--- config.mk ---
export PLATFORM = sky130hd
export DESIGN_NAME = weekly_time_program_selector
export DESIGN_NICKNAME = d
export VERILOG_FILES = /design/src/hw/rtl/wtps_pkg.sv /design/src/hw/rtl/wtps_datapath.sv /design/src/hw/rtl/wtps_controller.sv /design/src/hw/rtl/weekly_time_program_selector.sv
export SDC_FILE = /design/constraint.sdc
export NUM_CORES = 1
export LEC_CHECK = 0
export BUFFER_PORTS_ARGS = -buffer_cell sky130_fd_sc_hd__buf_2
export CAP_MARGIN = 20
export CORE_MARGIN = 2
export CORE_UTILIZATION = 42
export DETAILED_ROUTE_END_ITERATION = 10
export PLACE_DENSITY = 0.61
export SLEW_MARGIN = 40
export SYNTH_ARGS = -nofsm -noshare
export SYNTH_HDL_FRONTEND = slang
export SYNTH_SLANG_ARGS = --single-unit
--- constraint.sdc ---
create_clock -name clock -period 6.58 [get_ports clock]
set_input_delay 0.329 -clock clock [delete_from_list [all_inputs] [get_ports clock]]
set_output_delay 0.329 -clock clock [all_outputs]
set_load 0.01 [all_outputs]
--- src/hw/rtl/wtps_pkg.sv ---
`default_nettype none
// ----------------------------------------------------------------------------
// wtps_pkg
// Shared constants, field widths and controller/datapath handshake types for
// the weekly time program selector.
// ----------------------------------------------------------------------------
package wtps_pkg;

   // Number of program slots in the table (1 to 16).
   localparam int PROGRAM_SLOTS = 16;
   localparam int SLOT_IDX_W    = (PROGRAM_SLOTS > 1) ? $clog2(PROGRAM_SLOTS) : 1;

   // Field widths
   localparam int SLOT_W   = 4;
   localparam int HOUR_W   = 5;
   localparam int MIN_W    = 6;
   localparam int MODE_W   = 4;
   localparam int DAYS_W   = 7;
   localparam int WDAY_W   = 3;
   localparam int ACTIVE_W = 5;
   localparam int KEY_W    = HOUR_W + MIN_W;

   // Stream payload widths, padded to whole bytes
   localparam int REQ_DATA_W = 56;
   localparam int RSP_DATA_W = 16;

   // Action codes carried on req_tuser
   localparam logic ACTION_WRITE = 1'b1;

   localparam logic [ACTIVE_W-1:0] ACTIVE_NONE  = '1;
   localparam logic [WDAY_W-1:0]   LAST_WEEKDAY = 3'd6;

   typedef struct packed {
      logic [HOUR_W-1:0] start_hour;
      logic [MIN_W-1:0]  start_minute;
      logic [HOUR_W-1:0] end_hour;
      logic [MIN_W-1:0]  end_minute;
      logic [MODE_W-1:0] mode_value;
      logic [DAYS_W-1:0] day_mask;
   } entry_type;

   typedef struct packed {
      logic capture;    // latch the accepted request
      logic scan_step;  // test one slot and advance the scan index
      logic commit;     // update state and load the result register
   } cmd_type;

   typedef struct packed {
      logic is_write;   // latched request is a slot write
      logic scan_hit;   // slot under the scan index matches
      logic scan_last;  // scan index is on the last slot
      logic out_free;   // result register can take a new result
   } status_type;

endpackage
`default_nettype wire

--- src/hw/rtl/wtps_datapath.sv ---
`default_nettype none
// ----------------------------------------------------------------------------
// wtps_datapath
// Program table, request latch, slot scan, active program and result register.
// ----------------------------------------------------------------------------
module wtps_datapath (
   input  wire logic                           clock,
   input  wire logic                           reset,
   input  wire wtps_pkg::cmd_type              cmd,
   output wtps_pkg::status_type                status,
   input  wire logic                           req_tuser,
   input  wire logic [wtps_pkg::REQ_DATA_W-1:0] req_tdata,
   input  wire logic                           csr_valid,
   output logic                                csr_ready,
   input  wire logic [wtps_pkg::MODE_W-1:0]    csr_wdata,
   output logic                                rsp_tvalid,
   input  wire logic                           rsp_tready,
   output logic [wtps_pkg::RSP_DATA_W-1:0]     rsp_tdata
);
   import wtps_pkg::*;

   localparam logic [SLOT_W:0]     SLOT_LIMIT = (SLOT_W + 1)'(PROGRAM_SLOTS);
   localparam logic [SLOT_IDX_W-1:0] LAST_IDX = SLOT_IDX_W'(PROGRAM_SLOTS - 1);

   // Table
   entry_type                  table_ff  [PROGRAM_SLOTS];
   logic [PROGRAM_SLOTS-1:0]   enable_ff;

   // Request latch
   logic                       action_ff;
   logic [SLOT_W-1:0]          slot_ff;
   logic                       wr_enable_ff;
   entry_type                  wr_entry_ff;
   logic [KEY_W-1:0]           now_key_ff;
   logic [WDAY_W-1:0]          now_wd_ff;

   // Scan
   logic [SLOT_IDX_W-1:0]      scan_idx_ff, scan_idx_in;
   logic                       found_ff, found_in;
   logic [SLOT_IDX_W-1:0]      pick_ff, pick_in;
   logic [MODE_W-1:0]          pick_mode_ff, pick_mode_in;

   // Active program and configuration
   logic                       active_valid_ff, active_valid_in;
   logic [SLOT_IDX_W-1:0]      active_idx_ff, active_idx_in;
   logic [MODE_W-1:0]          default_mode_ff, default_mode_in;

   // Result register
   logic                       rsp_valid_ff, rsp_valid_in;
   logic                       rsp_changed_ff, rsp_changed_in;
   logic [MODE_W-1:0]          rsp_fan_ff, rsp_fan_in;
   logic [ACTIVE_W-1:0]        rsp_active_ff, rsp_active_in;
   logic                       rsp_werr_ff, rsp_werr_in;

   entry_type                  scan_entry;
   logic [KEY_W-1:0]           start_key, stop_key;
   logic [DAYS_W:0]            day_vec;
   logic [WDAY_W-1:0]          prev_wd;
   logic                       hit;
   logic                       slot_bad;
   logic [SLOT_IDX_W-1:0]      wr_idx;
   logic                       table_we;

   // Window test on the slot under the scan index
   always_comb begin
      scan_entry = table_ff[scan_idx_ff];
      start_key  = {scan_entry.start_hour, scan_entry.start_minute};
      stop_key   = {scan_entry.end_hour, scan_entry.end_minute};
      day_vec    = {1'b0, scan_entry.day_mask};
      prev_wd    = (now_wd_ff == '0) ? LAST_WEEKDAY : now_wd_ff - WDAY_W'(1);
      hit        = 1'b0;
      if (enable_ff[scan_idx_ff] && (now_wd_ff <= LAST_WEEKDAY)) begin
         if (start_key > stop_key) begin
            // window wraps past midnight: early part belongs to the previous day
            if (now_key_ff >= start_key) begin
               hit = day_vec[now_wd_ff];
            end else if (now_key_ff < stop_key) begin
               hit = day_vec[prev_wd];
            end
         end else if ((now_key_ff >= start_key) && (now_key_ff < stop_key)) begin
            hit = day_vec[now_wd_ff];
         end
      end
   end

   assign slot_bad = ({1'b0, slot_ff} >= SLOT_LIMIT);
   assign wr_idx   = slot_ff[SLOT_IDX_W-1:0];
   assign table_we = cmd.commit && (action_ff == ACTION_WRITE) && !slot_bad;

   assign status.is_write  = (action_ff == ACTION_WRITE);
   assign status.scan_hit  = hit;
   assign status.scan_last = (scan_idx_ff == LAST_IDX);
   assign status.out_free  = !rsp_valid_ff || rsp_tready;

   always_comb begin
      scan_idx_in     = scan_idx_ff;
      found_in        = found_ff;
      pick_in         = pick_ff;
      pick_mode_in    = pick_mode_ff;
      active_valid_in = active_valid_ff;
      active_idx_in   = active_idx_ff;
      default_mode_in = default_mode_ff;
      rsp_valid_in    = rsp_valid_ff;
      rsp_changed_in  = rsp_changed_ff;
      rsp_fan_in      = rsp_fan_ff;
      rsp_active_in   = rsp_active_ff;
      rsp_werr_in     = rsp_werr_ff;

      if (csr_valid) begin
         default_mode_in = csr_wdata;
      end

      if (cmd.capture) begin
         scan_idx_in = '0;
         found_in    = 1'b0;
      end else if (cmd.scan_step) begin
         scan_idx_in = scan_idx_ff + SLOT_IDX_W'(1);
         if (hit) begin
            found_in     = 1'b1;
            pick_in      = scan_idx_ff;
            pick_mode_in = scan_entry.mode_value;
         end
      end

      if (rsp_valid_ff && rsp_tready) begin
         rsp_valid_in = 1'b0;
      end

      if (cmd.commit) begin
         rsp_valid_in   = 1'b1;
         rsp_changed_in = 1'b0;
         rsp_fan_in     = '0;
         rsp_werr_in    = 1'b0;
         if (action_ff == ACTION_WRITE) begin
            rsp_werr_in = slot_bad;
            // rewriting the active slot drops the active program
            if (!slot_bad && active_valid_ff && (active_idx_ff == wr_idx)) begin
               active_valid_in = 1'b0;
            end
         end else if ((found_ff != active_valid_ff) ||
                      (found_ff && (pick_ff != active_idx_ff))) begin
            rsp_changed_in  = 1'b1;
            rsp_fan_in      = found_ff ? pick_mode_ff : default_mode_ff;
            active_valid_in = found_ff;
            active_idx_in   = pick_ff;
         end
         rsp_active_in = active_valid_in ? ACTIVE_W'(active_idx_in) : ACTIVE_NONE;
      end
   end

   always_ff @(posedge clock) begin
      if (reset) begin
         enable_ff       <= '0;
         active_valid_ff <= 1'b0;
         default_mode_ff <= '0;
         rsp_valid_ff    <= 1'b0;
      end else begin
         if (table_we) begin
            enable_ff[wr_idx] <= wr_enable_ff;
         end
         active_valid_ff <= active_valid_in;
         default_mode_ff <= default_mode_in;
         rsp_valid_ff    <= rsp_valid_in;
      end
   end

   always_ff @(posedge clock) begin
      if (table_we) begin
         table_ff[wr_idx] <= wr_entry_ff;
      end
      if (cmd.capture) begin
         action_ff                 <= req_tuser;
         slot_ff                   <= req_tdata[3:0];
         wr_enable_ff              <= req_tdata[4];
         wr_entry_ff.start_hour    <= req_tdata[9:5];
         wr_entry_ff.start_minute  <= req_tdata[15:10];
         wr_entry_ff.end_hour      <= req_tdata[20:16];
         wr_entry_ff.end_minute    <= req_tdata[26:21];
         wr_entry_ff.mode_value    <= req_tdata[30:27];
         wr_entry_ff.day_mask      <= req_tdata[37:31];
         // hour above minute so the key orders by hour first
         now_key_ff                <= {req_tdata[42:38], req_tdata[48:43]};
         now_wd_ff                 <= req_tdata[51:49];
      end
      scan_idx_ff    <= scan_idx_in;
      found_ff       <= found_in;
      pick_ff        <= pick_in;
      pick_mode_ff   <= pick_mode_in;
      active_idx_ff  <= active_idx_in;
      rsp_changed_ff <= rsp_changed_in;
      rsp_fan_ff     <= rsp_fan_in;
      rsp_active_ff  <= rsp_active_in;
      rsp_werr_ff    <= rsp_werr_in;
   end

   assign csr_ready  = 1'b1;
   assign rsp_tvalid = rsp_valid_ff;
   assign rsp_tdata  = {5'b0, rsp_werr_ff, rsp_active_ff, rsp_fan_ff, rsp_changed_ff};

   // A result is loaded only into a free result register.
   assert property (@(posedge clock) disable iff (reset)
      cmd.commit |-> (!rsp_valid_ff || rsp_tready))
      else $error("result register overwritten");

   // A committed result is presented on the next cycle.
   assert property (@(posedge clock) disable iff (reset)
      cmd.commit |=> rsp_valid_ff)
      else $error("committed result not presented");

   // A write result never reports a mode change.
   assert property (@(posedge clock) disable iff (reset)
      (cmd.commit && (action_ff == ACTION_WRITE)) |=> !rsp_changed_ff)
      else $error("write reported a mode change");

endmodule
`default_nettype wire

--- src/hw/rtl/wtps_controller.sv ---
`default_nettype none
// ----------------------------------------------------------------------------
// wtps_controller
// Sequencer: accept a request, scan the table one slot a cycle for a check, commit.
// ----------------------------------------------------------------------------
module wtps_controller (
   input  wire logic                 clock,
   input  wire logic                 reset,
   input  wire logic                 req_tvalid,
   output logic                      req_tready,
   input  wire wtps_pkg::status_type status,
   output wtps_pkg::cmd_type         cmd
);
   import wtps_pkg::*;

   localparam logic [1:0] ST_IDLE   = 2'd0;
   localparam logic [1:0] ST_SCAN   = 2'd1;
   localparam logic [1:0] ST_FINISH = 2'd2;

   logic [1:0] state_ff, state_in;

   always_comb begin
      state_in      = state_ff;
      req_tready    = 1'b0;
      cmd.capture   = 1'b0;
      cmd.scan_step = 1'b0;
      cmd.commit    = 1'b0;
      unique case (state_ff)
         ST_IDLE: begin
            req_tready = 1'b1;
            if (req_tvalid) begin
               cmd.capture = 1'b1;
               state_in    = ST_SCAN;
            end
         end
         ST_SCAN: begin
            if (status.is_write) begin
               state_in = ST_FINISH;
            end else begin
               cmd.scan_step = 1'b1;
               if (status.scan_hit || status.scan_last) begin
                  state_in = ST_FINISH;
               end
            end
         end
         ST_FINISH: begin
            if (status.out_free) begin
               cmd.commit = 1'b1;
               state_in   = ST_IDLE;
            end
         end
         default: begin
            state_in = ST_IDLE;
         end
      endcase
   end

   always_ff @(posedge clock) begin
      if (reset) begin
         state_ff <= ST_IDLE;
      end else begin
         state_ff <= state_in;
      end
   end

   // Hold the finished item while the result register is occupied.
   assert property (@(posedge clock) disable iff (reset)
      (state_ff == ST_FINISH && !status.out_free) |=> (state_ff == ST_FINISH))
      else $error("finished item dropped while stalled");

   // Every accepted request moves on to the scan state.
   assert property (@(posedge clock) disable iff (reset)
      cmd.capture |=> (state_ff == ST_SCAN))
      else $error("accepted request not processed");

   // Scan stops on a hit.
   assert property (@(posedge clock) disable iff (reset)
      (cmd.scan_step && status.scan_hit) |=> (state_ff == ST_FINISH))
      else $error("scan continued past a hit");

endmodule
`default_nettype wire

--- src/hw/rtl/weekly_time_program_selector.sv ---
`default_nettype none
// ----------------------------------------------------------------------------
// weekly_time_program_selector
// Weekly table of fan time programs; picks the first matching program on a
// time check and reports changes of the active program.
// ----------------------------------------------------------------------------
//  channel   direction  transfer when            carries
//  req_*     in         req_tvalid & req_tready   one write or check item
//  rsp_*     out        rsp_tvalid & rsp_tready   one result per item
//  csr_*     in         csr_valid & csr_ready     default fan mode
//
//  A write goes from capture straight to commit; a check first tests the slots,
//  one per cycle, lowest first, stopping on a hit (1 to 16 slots tested); the
//  result register is loaded at commit and req_tready returns only after it,
//  so no new item is taken before the last one is committed.
//  A busy result register holds the item until rsp_tready frees it.
//  Reset clears every enable bit, the active program and the default mode.
// ----------------------------------------------------------------------------
module weekly_time_program_selector (
   input  wire logic                            clock,
   input  wire logic                            reset,
   // req_tuser: action (0 = check, 1 = write)
   // req_tdata from bit 0: slot[4], enable[1], start_hour[5], start_minute[6],
   //   end_hour[5], end_minute[6], mode_value[4], day_mask[7], now_hour[5],
   //   now_minute[6], now_weekday[3], zero pad[4]
   input  wire logic                            req_tvalid,
   output logic                                 req_tready,
   input  wire logic                            req_tuser,
   input  wire logic [wtps_pkg::REQ_DATA_W-1:0] req_tdata,
   // rsp_tdata from bit 0: mode_changed[1], fan_mode[4], active_slot[5],
   //   write_error[1], zero pad[5]
   output logic                                 rsp_tvalid,
   input  wire logic                            rsp_tready,
   output logic [wtps_pkg::RSP_DATA_W-1:0]      rsp_tdata,
   // csr_wdata: default_mode
   input  wire logic                            csr_valid,
   output logic                                 csr_ready,
   input  wire logic [wtps_pkg::MODE_W-1:0]     csr_wdata
);
   import wtps_pkg::*;

   cmd_type    cmd;
   status_type status;

   // Sequence each item: capture, scan, commit
   wtps_controller u_ctrl (
      .clock      (clock),
      .reset      (reset),
      .req_tvalid (req_tvalid),
      .req_tready (req_tready),
      .status     (status),
      .cmd        (cmd)
   );

   // Hold the table, active program and result register
   wtps_datapath u_dp (
      .clock      (clock),
      .reset      (reset),
      .cmd        (cmd),
      .status     (status),
      .req_tuser  (req_tuser),
      .req_tdata  (req_tdata),
      .csr_valid  (csr_valid),
      .csr_ready  (csr_ready),
      .csr_wdata  (csr_wdata),
      .rsp_tvalid (rsp_tvalid),
      .rsp_tready (rsp_tready),
      .rsp_tdata  (rsp_tdata)
   );

endmodule
`default_nettype wire
Word level (Yosys, flattened, before mapping) --
Memory sizes are Yosys's and may differ from the RTL's. A register that Yosys moved wholly into a read port is not among the register bits. Index checks and enable logic that the tools add are counted.
Operators by class: $add $sub $neg 2, order comparisons 9, equal/unequal tests 9, multiplexer cells 42, bitwise operators 2, reduce and logical (&&, ||, !) cells 18
Operators by type and width (number):
- $mux 1 | 25
- $mux 4 | 5
- $bwmux 16 | 1
- $ge 11x11->1 | 1
- $gt 11x11->1 | 1
- $lt 11x11->1 | 1
- $lt 4x5->1 const B | 2
- $lt 3x4->1 const B | 2
- $mux 2 | 4
- $logic_and 1x1->1 | 7
- $bmux 1 s3 | 2
- $pmux 2 s3 | 1
- $reduce_and 3->1 | 2
- $mux 5 | 1
- $add 4x1->4 const B | 1
- $bmux 1 s4 | 1
- $demux 1 s4 | 1
- $eq 4x4->1 | 1
- $eq 4x4->1 const B | 1
- $ge 4x1->1 const B | 1
- $ne 2x2->1 const B | 2
- $ne 4x4->1 | 1
- $le 3x3->1 const B | 1
- $logic_not 3->1 | 1
- other kinds (13) | 16
Word-level totals: flip-flop bits (word level) 104, memory bits (writable) 528, input port bits 66, output and inout port bits 19, word-level logic and storage cells 108, memories kept 1
Memories:
- u_dp.table_ff | depth 16, width 33, read ports 1, clocked after memory_dff 1, wr ports 1, line wtps_datapath.sv:26 | entry_type table_ff [PROGRAM_SLOTS];

Depth between registers and ports, before layout --
depth in word-level cells 12, gate-level depth with buffers 18, depth with buffers taken out 12

Cells and area by module --
From an unflattened synthesis, not the netlist that was laid out.
Unflattened totals: cell total of the unflattened synthesis 1177, area, all modules 24928.9 sq um
Modules (own cells, without submodules):
- wtps_datapath | times used 1, cells each 1163, area an instance 24813.8 sq um, sequential area each 18728.0 sq um
- wtps_controller | times used 1, cells each 14, area an instance 115.1 sq um, sequential area each 40.0 sq um

Least setup slack after synthesis --
Ideal clock, no wire load.
path kind flip-flop to flip-flop, start point register u_ctrl.state_ff[1], end point register u_dp.enable_ff[0], library setup time 128 ps, arrival 4637 ps, data required time 6452 ps, slack 1815 ps, cell stages (with the launch flop) 11, path buffers 3, period minus slack after synthesis 4765 ps, path through dfxtp_1 clkbuf_1 nand2b_1 nor2b_1 clkbuf_1 nand2_1 or3_1 clkbuf_1 nor3_1 mux2i_1 nor2_1
RTL lines:
- from (decl) | line wtps_controller.sv:20 | logic [1:0] state_ff, state_in;
- from (signal assigned) | line wtps_controller.sv:62 | state_ff <= state_in;
- to (signal, indexed assignment) | line wtps_datapath.sv:159 | enable_ff[wr_idx] <= wr_enable_ff;
- to (decl) | line wtps_datapath.sv:27 | logic [PROGRAM_SLOTS-1:0] enable_ff;

==> run_results.csv <==
group,metric,value,unit
yosys,synth_enable_flop_cells,603,
die,num_io_pins,85,
drt,vias_per_cell,5.53,
global_route,grt_pass1_wl,82700,µm
clocking,cts_made_buffers,69,
drt,wl_per_cell,25.3,µm
clocking,cts_setup_buffers,0,
yosys,synth_top_family_by_area,"multiplexers",
job,drv_cap,0,
cells_and_area,antenna_cells,0,
clocking,cts.sinks,636,
die,rows,89,
timing,relSlewSlack,46.0,%
cells_and_area,layout.cells.non_filler,2232,
yosys,synth_top_area_share,72.3,%
pwr,peakVddDrop,0.225,mV
yosys,synth-adder-area-share,1.75,%
drt,drtIter0Drc,1081,
pwr,p_per_area,305,mW/mm²
global_route,grt_overflow,0,
drt,wirelength,56400,µm
die,start_util,42.4,%
cells_and_area,fin_area,0.0292,mm²
yosys,synth_seq_cells,636,
cells_and_area,fin_util,49.5,%
drt,firstDrtPassIters,5,
die,die_w,248,µm
pwr,power.leakage,9.32,nW
clocking,cts.path.max_buffers,3,
yosys,synthFlopType,"edfxtp_1",
placement,routabilityCongestion,0.790,
timing,worstMarginPinSlew,808,ps
cells_and_area,fin_nets,1509,
timing,finalSetupViolations,0,
yosys,avgSynthCellArea,20.4,µm²
yosys,async_flop_share,0,%
drt,route.detailed.drc,0,
hold_path,hold_path.class,"in2reg",
timing,rsz0062_at_grt,"no",
yosys,ys_seq_area_share,75.0,%
worst_setup_path,rr_endpoint,"u_dp.pick_mode_ff[2]",
placement,place_hpwl,31300,µm
clocking,clk_pin_slew_worst_paths,60,ps
yosys,yosysMostFrequentCell,"edfxtp_1",
worst_setup_path,r2r_slack,1580,ps
timing,finalMaxSlewViolations,0,
run_status,status,"finished clean",
global_route,grt_pass1_vias,12700,
timing,hold_viol,0,
worst_setup_path,required,6800,ps
global_route,antenna_found_initial,0,
timing,fin_crit_sh,76.0,%
yosys,netlist_top_cells_count,"603 x edfxtp_1, 149 x mux4_2, 44 x nand2_1, 41 x nor2_1, 35 x ha_1",
clocking,root_buffer,"clkbuf_16",
worst_setup_path,end_kind,"flip-flop",
timing,fin_skew,17.0,ps
timing,fmaxAchievable,200,MHz
clocking,tritoncts,"done",
worst_setup_path,cp-start-kind,"flip-flop",
yosys,synth.distinct_cells,56,
worst_setup_path,critPathKind,"reg2reg",
hold_path,min_from,"rsp_tready",
cells_and_area,num-fill-cells,4725,
drt,antenna_left,0,
die,die_h,248,µm
placement,dpl_cell_area,0.0265,mm²
cells_and_area,drive_gt1_share,26.6,%
yosys,synth_compound_gate_area_share,2.63,%
timing,finalSetupTns,0,ps
yosys,synthMuxAreaShare,15.6,%
hold_path,holdPathEnd,"u_dp.rsp_tvalid",
worst_setup_path,cp_max_fo,37,
cells_and_area,area_growth_syn_to_layout,16.7,%
hold_path,min_path_cells,3,
clocking,htreeDepth,3,
worst_setup_path,worst_r2r_path_depth,12,
placement,io_buffers,73,
placement,placed_cells,2053,
yosys,yosys-top-cells-area,"edfxtp_1 72%, mux4_2 13%, dfxtp_1 2.6%",
die,core-area,0.0590,mm²
yosys,ys_warn_count,0,
yosys,yosysTopAreaCell,"edfxtp_1",
yosys,yosys.area_share.simple,2.94,%
worst_setup_path,worstPathArrival,5220,ps
yosys,syn_area,0.0250,mm²
drt,vias,12300,
die,die_area,0.0616,mm²
global_route,grtUsageTotal,18.8,%
clocking,clock_latency,600,ps
yosys,netlist_instances,1230,
yosys,synth-xor-area-share,0.280,%
timing,fin_crit,5000,ps
global_route,grt_start_max_net_pins,46,
==> where the power goes <==
group	switching, mW	internal (mW)
registers	0.117	4.50
logic	0.307	0.332
clock network	1.51	2.13
total	1.94	6.96
==> per-layer routing <==
layer	GRT usage [%]	vias up	routed length, µm
met4	5.27	0	892
met2	32.5	312	29000
met5	0	-	0
met3	2.91	61	2490
met1	25.0	6561	24100
li1	-	5409	-
==> critical path, cell delays in order (launching register included) <==
cell,delay (ps)
dfxtp_4,670
buf_12,370
mux4_2,570
mux4_2,540
ha_1,350
a21oi_1,80
a21o_1,180
a211oi_1,400
o21a_1,200
o211ai_2,110
a311oi_1,320
a2bb2oi_2,190
nor2_1,590
==> state kept, by name (all words and copies together) (netlist names), 2 cells and up, named ones only <==
register,flops
u_dp.now_key_ff,11
u_dp.pick_mode_ff,4
u_dp.enable_ff,16
u_dp.rsp_fan_ff,4
u_dp.wr_entry_ff,33
u_ctrl.state_ff,2
u_dp.rsp_active_ff,5
u_dp.now_wd_ff,3
u_dp.table_ff,528
u_dp.slot_ff,4
u_dp.scan_idx_ff,4
u_dp.default_mode_ff,4
u_dp.active_idx_ff,4
u_dp.pick_ff,4
==> how the worst max path moves through the flow <==
stage | from | to | slack (ps) | cells after the start
final | flip-flop | u_dp.pick_mode_ff[2] | 1580 | 12
after floorplan | u_ctrl.state_ff[1] | u_dp.enable_ff[0] | 1820 | 10
after global routing | flip-flop | u_dp.pick_ff[0] | 1180 | 12
after CTS | flip-flop | u_dp.pick_mode_ff[2] | 1490 | 12
after global placement | flip-flop | u_dp.pick_mode_ff[0] | 1580 | 12
after detailed placement | flip-flop | u_dp.pick_mode_ff[3] | 1520 | 12
==> cells in the final DEF, fill, tap and decap left out, types with 4 or more instances in the layout <==
cell | netlist | routed
clkbuf_1 | 26 | 18
buf_2 | 21 | 73
clkinv_1 | 0 | 14
mux4_2 | 149 | 149
clkbuf_16 | 0 | 72
buf_4 | 12 | 33
nand3_1 | 11 | 11
xnor2_1 | 5 | 5
o21ai_0 | 29 | 29
a31oi_1 | 4 | 4
clkinv_2 | 0 | 9
o221ai_1 | 4 | 4
mux2_2 | 14 | 14
mux4_1 | 4 | 4
dlygate4sd3_1 | 0 | 57
nand2_1 | 44 | 44
a211oi_1 | 4 | 4
a21oi_1 | 25 | 25
conb_1 | 2 | 7
nor2_4 | 0 | 13
mux2i_1 | 30 | 30
nor3_1 | 10 | 6
inv_1 | 32 | 31
ha_1 | 35 | 35
dfxtp_1 | 33 | 30
nor2b_1 | 8 | 8
nand4_1 | 10 | 10
nor4_1 | 6 | 5
nand2b_1 | 14 | 14
or3_1 | 7 | 7
nor2_1 | 41 | 28
edfxtp_1 | 603 | 603
==> area by class of cell <==
type                            count  area [µm²]  share of cell area, %
Sequential cell                   636       18800                   64.2
Multi-Input combinational cell    502        5980                   20.5
Tap cell                          773         967                   3.31
Timing Repair Buffer              167        1270                   4.33
Clock buffer                       91        1880                   6.44
Inverter                           32         120                  0.411
Clock inverter                     31         238                  0.813
==> cells by family (layout without fill, tap and decap cells) <==
kind of cell / count (synthesis) / after routing
buf+inv: 97 / 321
flops: 636 / 636
compound gates: 100 / 100
xor+xnor: 8 / 8
fa+ha+maj: 35 / 35
mux: 197 / 197
simple gates: 155 / 155
other cells: 2 / 7
==> timing repair <==
item | 4_1_cts | 5_1_grt
setup endpoints to repair | 0 | 0
endpoints found under the hold margin | 57 | 0
hold buffers | 57 | 0
resized for setup | 0 | 0
==> stage by stage <==
step                worst slack [ps]  hold slack (ps)  power (mW)
floorplan                       1820              406        5.12
global route                    1180              102        9.22
CTS                             1490             47.8        9.00
detailed placement              1520              471        5.32
global placement                1580              465        5.31
finish                          1580             76.7        8.90
No activity file was read; power rests on OpenSTA's default activity.
